$ cat src/rtl/ipwc_pkg.sv
// Package: shared constants, types and helpers for the IR pulse-width capture unit
package ipwc_pkg;

    localparam int BUF_DEPTH   = 128;
    localparam int TIMER_WIDTH = 16;

    localparam int GAP_W    = 16;
    localparam int IDX_W    = 7;
    localparam int RVAL_W   = 16;
    localparam int ECNT_W   = 8;
    localparam int CFG_IDX_W = 2;
    localparam int CFG_DATA_W = 16;

    localparam int ADDR_W = (BUF_DEPTH > 1) ? $clog2(BUF_DEPTH) : 1;
    localparam int CNT_W  = $clog2(BUF_DEPTH + 1);
    localparam int CMP_W  = (TIMER_WIDTH > GAP_W) ? TIMER_WIDTH : GAP_W;
    localparam int RSAT_W = (TIMER_WIDTH > RVAL_W) ? TIMER_WIDTH : RVAL_W;
    localparam int ESAT_W = (CNT_W > ECNT_W) ? CNT_W : ECNT_W;
    localparam int RIDX_W = (CNT_W > IDX_W) ? CNT_W : IDX_W;

    localparam logic [GAP_W-1:0] GAP_RESET = GAP_W'(100);

    typedef enum logic [2:0] {
        MODE_IDLE     = 3'd0,
        MODE_MARK     = 3'd1,
        MODE_SPACE    = 3'd2,
        MODE_STOP     = 3'd3,
        MODE_OVERFLOW = 3'd4
    } mode_t;

    typedef enum logic [1:0] {
        ACT_TICK   = 2'd0,
        ACT_READ   = 2'd1,
        ACT_RESUME = 2'd2
    } action_t;

    typedef enum logic [CFG_IDX_W-1:0] {
        CFG_GAP_TICKS    = 2'd0,
        CFG_MARK_LEVEL   = 2'd1,
        CFG_BLINK_ENABLE = 2'd2
    } cfg_idx_t;

    // Buffer write request
    typedef struct packed {
        logic                   en;
        logic [ADDR_W-1:0]      addr;
        logic [TIMER_WIDTH-1:0] data;
    } wr_req_t;

    // Status after one item, carried down the result pipeline
    typedef struct packed {
        mode_t             capture_state;
        logic              overflow;
        logic [ECNT_W-1:0] entry_count;
        logic              led;
        logic              rd_sel;
    } meta_t;

    // Stored width clipped to the 16-bit result field
    function automatic logic [RVAL_W-1:0] sat_width(input logic [TIMER_WIDTH-1:0] v);
        logic [RSAT_W-1:0] ext;
        ext = RSAT_W'(v);
        if (ext > RSAT_W'({RVAL_W{1'b1}}))
            return {RVAL_W{1'b1}};
        else
            return ext[RVAL_W-1:0];
    endfunction

    // Entry count clipped to the 8-bit result field
    function automatic logic [ECNT_W-1:0] sat_count(input logic [CNT_W-1:0] v);
        logic [ESAT_W-1:0] ext;
        ext = ESAT_W'(v);
        if (ext > ESAT_W'({ECNT_W{1'b1}}))
            return {ECNT_W{1'b1}};
        else
            return ext[ECNT_W-1:0];
    endfunction

endpackage

$ cat src/rtl/ipwc_if.sv
// Interfaces: input item channel and result channel
interface ipwc_in_if;
    import ipwc_pkg::*;
    logic              valid;
    logic              ready;
    logic [1:0]        action;
    logic              ir_level;
    logic [IDX_W-1:0]  read_index;

    modport source (output valid, action, ir_level, read_index, input ready);
    modport sink   (input valid, action, ir_level, read_index, output ready);
endinterface

interface ipwc_out_if;
    import ipwc_pkg::*;
    logic              valid;
    logic              ready;
    logic [2:0]        capture_state;
    logic              frame_ready;
    logic              overflow_flag;
    logic [ECNT_W-1:0] entry_count;
    logic [RVAL_W-1:0] read_value;
    logic              led_on;

    modport source (output valid, capture_state, frame_ready, overflow_flag, entry_count,
                    read_value, led_on, input ready);
    modport sink   (input valid, capture_state, frame_ready, overflow_flag, entry_count,
                    read_value, led_on, output ready);
endinterface

$ cat src/rtl/ipwc_ctrl.sv
// Capture control: config registers, capture state machine and buffer write requests
module ipwc_ctrl
    import ipwc_pkg::*;
(
    input  logic                  clk,
    input  logic                  rst_n,
    input  logic                  cfg_we,
    input  logic [CFG_IDX_W-1:0]  cfg_index,
    input  logic [CFG_DATA_W-1:0] cfg_wdata,
    input  logic                  item_accept,
    input  logic [1:0]            action,
    input  logic                  ir_level,
    input  logic [IDX_W-1:0]      read_index,
    output wr_req_t               wr,
    output meta_t                 meta_next
);

    logic [GAP_W-1:0]       gap_reg;
    logic                   mark_level_reg;
    logic                   blink_reg;

    mode_t                  mode_reg, mode_next, mode_eff;
    logic [TIMER_WIDTH-1:0] timer_reg, timer_next, timer_inc;
    logic [CNT_W-1:0]       count_reg, count_next;
    logic                   ovf_reg, ovf_next;
    logic                   led_reg, led_next;

    logic                   is_mark;
    logic                   gap_met, gap_exceeded;
    logic                   in_range;
    logic                   store;

    // Configuration writes
    always_ff @(posedge clk or negedge rst_n)
    begin
        if (!rst_n)
        begin
            gap_reg        <= GAP_RESET;
            mark_level_reg <= 1'b0;
            blink_reg      <= 1'b0;
        end
        else if (cfg_we)
        begin
            unique case (cfg_index)
                CFG_GAP_TICKS:    gap_reg        <= cfg_wdata[GAP_W-1:0];
                CFG_MARK_LEVEL:   mark_level_reg <= cfg_wdata[0];
                CFG_BLINK_ENABLE: blink_reg      <= cfg_wdata[0];
                default:          ;
            endcase
        end
    end

    // Timer step and threshold compares
    always_comb
    begin
        is_mark      = (ir_level == mark_level_reg);
        timer_inc    = (timer_reg == {TIMER_WIDTH{1'b1}}) ? timer_reg : timer_reg + 1'b1;
        gap_met      = CMP_W'(timer_inc) >= CMP_W'(gap_reg);
        gap_exceeded = CMP_W'(timer_inc) > CMP_W'(gap_reg);
        mode_eff     = (count_reg >= CNT_W'(BUF_DEPTH)) ? MODE_OVERFLOW : mode_reg;
        in_range     = RIDX_W'(read_index) < RIDX_W'(BUF_DEPTH);
    end

    // Next state for the accepted item
    always_comb
    begin
        mode_next  = mode_reg;
        timer_next = timer_reg;
        count_next = count_reg;
        ovf_next   = ovf_reg;
        led_next   = led_reg;
        store      = 1'b0;

        unique case (action)
            ACT_TICK:
            begin
                timer_next = timer_inc;
                mode_next  = mode_eff;
                unique case (mode_eff)
                    MODE_IDLE:
                    begin
                        if (is_mark)
                        begin
                            timer_next = '0;
                            if (gap_met)
                            begin
                                ovf_next  = 1'b0;
                                store     = 1'b1;
                                mode_next = MODE_MARK;
                            end
                        end
                    end
                    MODE_MARK:
                    begin
                        if (!is_mark)
                        begin
                            store      = 1'b1;
                            timer_next = '0;
                            mode_next  = MODE_SPACE;
                        end
                    end
                    MODE_SPACE:
                    begin
                        if (is_mark)
                        begin
                            store      = 1'b1;
                            timer_next = '0;
                            mode_next  = MODE_MARK;
                        end
                        else if (gap_exceeded)
                        begin
                            mode_next = MODE_STOP;
                        end
                    end
                    MODE_STOP:
                    begin
                        if (is_mark)
                            timer_next = '0;
                    end
                    default:
                    begin
                        ovf_next  = 1'b1;
                        mode_next = MODE_STOP;
                    end
                endcase
                // a new frame always restarts at entry 0
                if (store)
                    count_next = ((mode_eff == MODE_IDLE) ? '0 : count_reg) + 1'b1;
                if (blink_reg)
                    led_next = is_mark;
            end
            ACT_RESUME:
            begin
                mode_next  = MODE_IDLE;
                count_next = '0;
            end
            default: ;
        endcase
    end

    // Buffer write: width at the current fill position
    always_comb
    begin
        wr.en   = item_accept && store;
        wr.addr = (mode_eff == MODE_IDLE) ? '0 : count_reg[ADDR_W-1:0];
        wr.data = timer_inc;
    end

    // Status after the item
    always_comb
    begin
        meta_next.capture_state = mode_next;
        meta_next.overflow      = ovf_next;
        meta_next.entry_count   = sat_count(count_next);
        meta_next.led           = led_next;
        meta_next.rd_sel        = (action == ACT_READ) && in_range;
    end

    // State registers
    always_ff @(posedge clk or negedge rst_n)
    begin
        if (!rst_n)
        begin
            mode_reg  <= MODE_IDLE;
            timer_reg <= '0;
            count_reg <= '0;
            ovf_reg   <= 1'b0;
            led_reg   <= 1'b0;
        end
        else if (item_accept)
        begin
            mode_reg  <= mode_next;
            timer_reg <= timer_next;
            count_reg <= count_next;
            ovf_reg   <= ovf_next;
            led_reg   <= led_next;
        end
    end

endmodule

$ cat src/rtl/ipwc_buf.sv
// Width buffer: single-port-write memory with registered read
module ipwc_buf
    import ipwc_pkg::*;
(
    input  logic                   clk,
    input  wr_req_t                wr,
    input  logic                   rd_en,
    input  logic [ADDR_W-1:0]      rd_addr,
    output logic [TIMER_WIDTH-1:0] rd_data
);

    logic [TIMER_WIDTH-1:0] mem [BUF_DEPTH];
    logic [TIMER_WIDTH-1:0] rd_data_reg;

    // Write port
    always_ff @(posedge clk)
    begin
        if (wr.en)
            mem[wr.addr] <= wr.data;
    end

    // Read port, data held until the next read
    always_ff @(posedge clk)
    begin
        if (rd_en)
            rd_data_reg <= mem[rd_addr];
    end

    assign rd_data = rd_data_reg;

endmodule

$ cat src/rtl/ir_pulse_width_capture_unit.sv
// Top level: IR pulse-width capture unit with two-stage result pipeline
//
// Use:
//   req carries one action per transfer: a sample tick (with the receiver
//   level), a read of one buffer entry (read_index) or a resume of capture.
//   rsp returns exactly one result per request, in order: the capture state
//   after the action, frame ready, overflow flag, entry count, the stored
//   width on a read (else 0) and the LED mirror level.
//   Configuration (gap threshold, mark level, blink enable) is written through
//   cfg_we / cfg_index / cfg_wdata while no request is in flight.
// Timing:
//   One request per cycle sustained while rsp.ready is high. A result passes
//   the read stage, then the output register, before it is offered on rsp.
//   The state update and the buffer write both happen in the transfer
//   cycle, so a read right after a tick sees the width.
// Reset:
//   State idle, timer and counts zero, config at defaults. Buffer contents
//   are not cleared; entries read before they are written are undefined.
// Stalls:
//   With rsp.ready low, the output register holds and the read stage fills;
//   req.ready is low while both stages hold a result and rsp.ready stays low.
module ir_pulse_width_capture_unit
    import ipwc_pkg::*;
(
    input  logic                  clk,
    input  logic                  rst_n,
    ipwc_in_if.sink               req,
    ipwc_out_if.source            rsp,
    input  logic                  cfg_we,
    input  logic [CFG_IDX_W-1:0]  cfg_index,
    input  logic [CFG_DATA_W-1:0] cfg_wdata
);

    logic                   accept;
    wr_req_t                wr;
    meta_t                  meta_next;
    logic [TIMER_WIDTH-1:0] rd_data;

    logic                   s1_valid_reg;
    meta_t                  s1_meta_reg;
    logic                   s1_adv;

    logic                   out_valid_reg;
    meta_t                  out_meta_reg;
    logic [RVAL_W-1:0]      out_rval_reg;

    assign s1_adv    = s1_valid_reg && (!out_valid_reg || rsp.ready);
    assign req.ready = !s1_valid_reg || s1_adv;
    assign accept    = req.valid && req.ready;

    ipwc_ctrl u_ctrl (
        .clk         (clk),
        .rst_n       (rst_n),
        .cfg_we      (cfg_we),
        .cfg_index   (cfg_index),
        .cfg_wdata   (cfg_wdata),
        .item_accept (accept),
        .action      (req.action),
        .ir_level    (req.ir_level),
        .read_index  (req.read_index),
        .wr          (wr),
        .meta_next   (meta_next)
    );

    ipwc_buf u_buf (
        .clk     (clk),
        .wr      (wr),
        .rd_en   (accept),
        .rd_addr (ADDR_W'(req.read_index)),
        .rd_data (rd_data)
    );

    // Read stage
    always_ff @(posedge clk or negedge rst_n)
    begin
        if (!rst_n)
            s1_valid_reg <= 1'b0;
        else if (accept)
            s1_valid_reg <= 1'b1;
        else if (s1_adv)
            s1_valid_reg <= 1'b0;
    end

    always_ff @(posedge clk)
    begin
        if (accept)
            s1_meta_reg <= meta_next;
    end

    // Output register
    always_ff @(posedge clk or negedge rst_n)
    begin
        if (!rst_n)
            out_valid_reg <= 1'b0;
        else if (s1_adv)
            out_valid_reg <= 1'b1;
        else if (rsp.ready)
            out_valid_reg <= 1'b0;
    end

    always_ff @(posedge clk)
    begin
        if (s1_adv)
        begin
            out_meta_reg <= s1_meta_reg;
            out_rval_reg <= s1_meta_reg.rd_sel ? sat_width(rd_data) : '0;
        end
    end

    assign rsp.valid         = out_valid_reg;
    assign rsp.capture_state = out_meta_reg.capture_state;
    assign rsp.frame_ready   = (out_meta_reg.capture_state == MODE_STOP);
    assign rsp.overflow_flag = out_meta_reg.overflow;
    assign rsp.entry_count   = out_meta_reg.entry_count;
    assign rsp.read_value    = out_rval_reg;
    assign rsp.led_on        = out_meta_reg.led;

    // Ready only drops with both pipeline stages occupied
    a_ready_full: assert property (@(posedge clk) disable iff (!rst_n)
        !req.ready |-> (s1_valid_reg && out_valid_reg))
        else $error("request stalled with a free pipeline stage");

    // Buffer is written only by an accepted tick
    a_write_tick: assert property (@(posedge clk) disable iff (!rst_n)
        wr.en |-> (accept && req.action == ACT_TICK))
        else $error("buffer write without a tick transfer");

    // A stalled result leaves the read stage untouched
    a_s1_hold: assert property (@(posedge clk) disable iff (!rst_n)
        (s1_valid_reg && !s1_adv) |=> (s1_valid_reg && $stable(s1_meta_reg)))
        else $error("read stage lost a pending result");

    // Entry count never passes the buffer depth
    a_count_bound: assert property (@(posedge clk) disable iff (!rst_n)
        rsp.valid |-> (ESAT_W'(rsp.entry_count) <= ESAT_W'(BUF_DEPTH)))
        else $error("entry count beyond buffer depth");

endmodule
$ cat src/flat_wrapper.sv
// flat-port wrapper written by rule: the top's interface ports become plain ports
module ir_pulse_width_capture_unit_flat import ipwc_pkg::*;
  (clk, rst_n, cfg_we, cfg_index, cfg_wdata, req_valid, req_action, req_ir_level, req_read_index, req_ready, rsp_valid, rsp_capture_state, rsp_frame_ready, rsp_overflow_flag, rsp_entry_count, rsp_read_value, rsp_led_on, rsp_ready);
  ipwc_in_if req_i ();
  ipwc_out_if rsp_i ();
  input  logic clk;
  input  logic rst_n;
  input  logic cfg_we;
  input  logic [CFG_IDX_W-1:0] cfg_index;
  input  logic [CFG_DATA_W-1:0] cfg_wdata;
  input wire logic [$bits(req_i.valid)-1:0] req_valid;
  input wire logic [$bits(req_i.action)-1:0] req_action;
  input wire logic [$bits(req_i.ir_level)-1:0] req_ir_level;
  input wire logic [$bits(req_i.read_index)-1:0] req_read_index;
  output wire logic [$bits(req_i.ready)-1:0] req_ready;
  output wire logic [$bits(rsp_i.valid)-1:0] rsp_valid;
  output wire logic [$bits(rsp_i.capture_state)-1:0] rsp_capture_state;
  output wire logic [$bits(rsp_i.frame_ready)-1:0] rsp_frame_ready;
  output wire logic [$bits(rsp_i.overflow_flag)-1:0] rsp_overflow_flag;
  output wire logic [$bits(rsp_i.entry_count)-1:0] rsp_entry_count;
  output wire logic [$bits(rsp_i.read_value)-1:0] rsp_read_value;
  output wire logic [$bits(rsp_i.led_on)-1:0] rsp_led_on;
  input wire logic [$bits(rsp_i.ready)-1:0] rsp_ready;
  assign req_i.valid = req_valid;
  assign req_i.action = req_action;
  assign req_i.ir_level = req_ir_level;
  assign req_i.read_index = req_read_index;
  assign req_ready = req_i.ready;
  assign rsp_valid = rsp_i.valid;
  assign rsp_capture_state = rsp_i.capture_state;
  assign rsp_frame_ready = rsp_i.frame_ready;
  assign rsp_overflow_flag = rsp_i.overflow_flag;
  assign rsp_entry_count = rsp_i.entry_count;
  assign rsp_read_value = rsp_i.read_value;
  assign rsp_led_on = rsp_i.led_on;
  assign rsp_i.ready = rsp_ready;
  ir_pulse_width_capture_unit u_core (.clk(clk), .rst_n(rst_n), .req(req_i), .rsp(rsp_i), .cfg_we(cfg_we), .cfg_index(cfg_index), .cfg_wdata(cfg_wdata));
endmodule
$ cat config.mk
export PLATFORM = sky130hd
export DESIGN_NAME = ir_pulse_width_capture_unit_flat
export DESIGN_NICKNAME = d
export VERILOG_FILES = /design/src/rtl/ipwc_pkg.sv /design/src/rtl/ipwc_if.sv /design/src/rtl/ipwc_ctrl.sv /design/src/rtl/ipwc_buf.sv /design/src/rtl/ir_pulse_width_capture_unit.sv /design/src/flat_wrapper.sv
export SDC_FILE = /design/constraint.sdc
export NUM_CORES = 2
export LEC_CHECK = 0
export BUFFER_PORTS_ARGS = -buffer_cell sky130_fd_sc_hd__buf_2
export CAP_MARGIN = 0
export CORE_MARGIN = 1.5
export CORE_UTILIZATION = 46
export DETAILED_ROUTE_END_ITERATION = 10
export PLACE_DENSITY = 0.69
export SLEW_MARGIN = 20
export SYNTH_ARGS = -nofsm -noshare
export SYNTH_HDL_FRONTEND = slang
export SYNTH_HIERARCHICAL = 1
export SYNTH_SLANG_ARGS = --single-unit
$ cat constraint.sdc
create_clock -name clk -period 19.9 [get_ports clk]
set_input_delay 0.995 -clock clk [delete_from_list [all_inputs] [get_ports clk]]
set_output_delay 0.995 -clock clk [all_outputs]
set_load 0.03 [all_outputs]
==> reports/qor.csv <==
stage;metric;value;unit
timing;maxSlewHeadroom;25.8;%
yosys;synth_cells;3557;
final_layout;final_cell_area;0.0943;mm^2
clock_network;cts-root-buf;clkbuf_16;
clock_network;cts_tree;done;
final_layout;drive_gt1_share;32.3;%
clock_network;clock-sinks;2156;
min_path;min_path_type;in2async;
worst_setup_path;cpMostUsedCell;nand3_1;
routing;drtIter0Drc;5326;
placement;placed_area;0.0877;mm^2
yosys;synth.distinct_cells;69;
clock_network;htree_levels;4;
timing;finalHoldViolations;0;
clock_network;cts_buffers;206;
final_layout;synthToLayoutAreaGrowth;12.9;%
die;die_area;0.184;mm^2
die;num_rows;156;
final_layout;largest_reg_flops;2048;
routing;viasPerCell;6.10;
routing;drc_errors;0;
timing;fin_ws;13.28;ns
routing;drt-met1-wl;77.2;mm
global_routing;antenna_found_initial;19;
global_routing;grt_max_degree;95;
routing;ant_nets;0;
worst_setup_path;critPathRequiredTime;20.34;ns
clock_network;postCtsSetupRepairBufs;0;
timing;fin_skew;0.0531;ns
worst_setup_path;critical_path_class;reg2reg;
final_layout;stdcell_count;6378;
yosys;ys_seq_elements;2156;
timing;fin_crit_sh;33.3;%
yosys;synthMuxAreaShare;18.4;%
die;initial_core_util;46.3;%
routing;wl_per_cell;30.8;um
timing;holdWs;0.282;ns
clock_network;clk_path_buf_depth;3;
yosys;synth_xor_area_share;0.166;%
clock_network;clock_latency;0.86;ns
worst_setup_path;worst_r2r_startpoint;u_core/u_ctrl/timer_reg[6];
routing;dr_wl_met2;98.7;mm
yosys;avgSynthCellArea;23.5;um^2
worst_setup_path;cpPeakStageDelay;1.13;ns
final_layout;final_core_util;52.2;%
clock_network;clkTransAtPathRegs;0.06;ns
final_layout;layout_commonest_cell;edfxtp_1;
power;pwr-share-clk;41.0;%
clock_network;holdBufCountCts;0;
worst_setup_path;cp_cell_sequence;and4_4 > nand4_4 > nor3_2 > xnor2_1 > nand2_4 > ha_1 > and4_1 > nand3_1 > a211o_1 > o211ai_1 > o211ai_2 > a21oi_1 > buf_4 > nor2b_1 > nand3_1 > nor2_2;
die;die_h;429;um
yosys;yosysSeqAreaShare;77.2;%
timing;finalSetupViolCount;0;
power;power_density;98.4;mW/mm^2
flow_run;drv_cap;0;
global_routing;grt.overflow.total;0;
worst_setup_path;crit_fanout;65;
worst_setup_path;endpoint_kind;register;
yosys;synth_compound_area_share;0.876;%
placement;dpl.cell_count;5985;
final_layout;layout_common_cells;edfxtp_1 (2,107), mux4_2 (672), clkbuf_16 (210);
timing;rsz0062_at_grt;false;
timing;worst-slew-pin-transition;1.11;ns
timing;fmax;0.151;GHz
power;p_switching;1.97;mW
die;io-pin-count;65;
timing;setup-tns-final;0;ns
routing;routed_wl;197;mm
worst_setup_path;arrival;7.06;ns
yosys;synth-adder-area-share;0.270;%
routing;drtPass1Iterations;5;
placement;gp_congestion;0.818;
yosys;syn_area;0.0836;mm^2
final_layout;max_flop_register;u_core/u_buf/mem;
routing;dr_total_vias;38900;
routing;highest_layer;met4;
final_layout;fin_nets;3875;
yosys;yosys.area_share.simple;2.00;%
placement;hpwl;113;mm
die;core-area;0.181;mm^2
yosys;ys.flop_type;edfxtp_1;
yosys;yosysWarnings;6;
yosys;synth_top_family_by_area;multiplexers;
power;power_frac_comb;4.5;%
global_routing;grt_util_all_layers;21.4;%
power;internal_power;7.31;mW
placement;place.port_buffers;64;
timing;maxSlewViolCount;0;
yosys;synthArstFlopShare;2.27;%
worst_setup_path;startpoint;u_core/u_ctrl/timer_reg[6];
worst_setup_path;critical_path.slowest_cell;nor2_2;
worst_setup_path;startpoint_type;register;
power;total_power;9.28;mW
clock_network;post_cts_resized;0;
power;swShare;21.2;%
placement;dpl_worst_slack;12.80;ns
die;die_x;429;um
yosys;synth_nets;3608;
timing;period_needed;6.62;ns
power;leakage;32.5;nW
global_routing;grt_pass1_vias;38800;
power;seqPwrFrac;54.6;%
yosys;synth_edf_count;2107;
status;outcome;completed;
routing;met3WireLength;16.7;mm
global_routing;grt_pass1_wl;283;mm
power;max-vdd-ir-drop;0.0944;mV
-- critical path, delay by kind of cell (launching register included) --
kind                       cells  cell delay (ns)
and+or+nand+nor                9             3.89
buffers and inverters          1             0.22
adders and majority gates      1             0.53
DFF                            1             0.50
AOI/OAI and AO/OA              4             0.85
xor gates and xnor gates       1             0.21
-- metal layers --
layer  GRT usage, %  vias to the layer above
li1               -                    15700
met1           30.5                    21100
met2           35.0                     1831
met3           3.33                      265
met4           5.47                        0
met5              0                        -
-- synth_stat cells (7+ instances only) --
cell / n / area share [%]
edfxtp_1: 2107 / 76
mux4_2: 672 / 18
nor2_1: 158 / 0.71
clkbuf_1: 94 / 0.42
nand2_1: 70 / 0.31
buf_2: 53 / 0.32
dfrtp_1: 46 / 1.4
o21ai_0: 37 / 0.22
a21oi_1: 35 / 0.21
buf_1: 29 / 0.13
mux2_2: 21 / 0.28
inv_1: 20 / 0.090
ha_1: 18 / 0.27
nand3_1: 18 / 0.11
and2_2: 15 / 0.13
nor3_1: 15 / 0.090
and2_1: 12 / 0.090
nor2b_1: 11 / 0.082
a31oi_1: 10 / 0.075
nand4_1: 9 / 0.067
xnor2_1: 9 / 0.094
and3_1: 7 / 0.052
nand2b_1: 7 / 0.052
-- final cells by class --
| class | count | area [um^2] |
|---|---|---|
| antenna | 6 | 15.0 |
| clock buffer | 255 | 5430 |
| clock inverter | 131 | 1150 |
| fill | 13500 | 86200 |
| inverter | 21 | 81.3 |
| multi-input combinational | 1196 | 18400 |
| sequential | 2156 | 64500 |
| tap | 2370 | 2970 |
| timing repair buffer | 243 | 1730 |
-- worst paths after layout --
check	end	slack [ns]	cells past startpoint
min in group clk	u_core/s1_valid_reg	0.36	2
max in group asynchronous	u_core/u_ctrl/ovf_reg	19.12	2
worst min-delay path	u_core/u_ctrl/gap_reg[4]	0.28	2
worst max register to register	u_core/u_buf/mem[126][6]	13.28	16
worst min register to register	u_core/rsp.capture_state[2]	0.42	0
worst max-delay path	u_core/u_buf/mem[126][6]	13.28	16
-- cells by family (layout without fill, tap and decap cells) --
family	count (synthesis)	count (layout)
fa+ha+maj	18	18
compound gates	120	120
xor+xnor	15	15
simple gates	347	347
mux	696	696
buf+inv	205	650
other cells	0	6
flops	2156	2156
-- power by group through the flow --
stage,Sequential (mW),Clock (mW),Combinational (mW)
3_5_place_dp,5.16,0,0.418
6_report,5.07,3.80,0.415
4_1_cts,5.07,3.86,0.418
5_1_grt,5.06,4.03,0.440
2_1_floorplan,5.17,0,0.253
3_3_place_gp,5.16,0,0.411
Power figures use the tool's default switching activity.
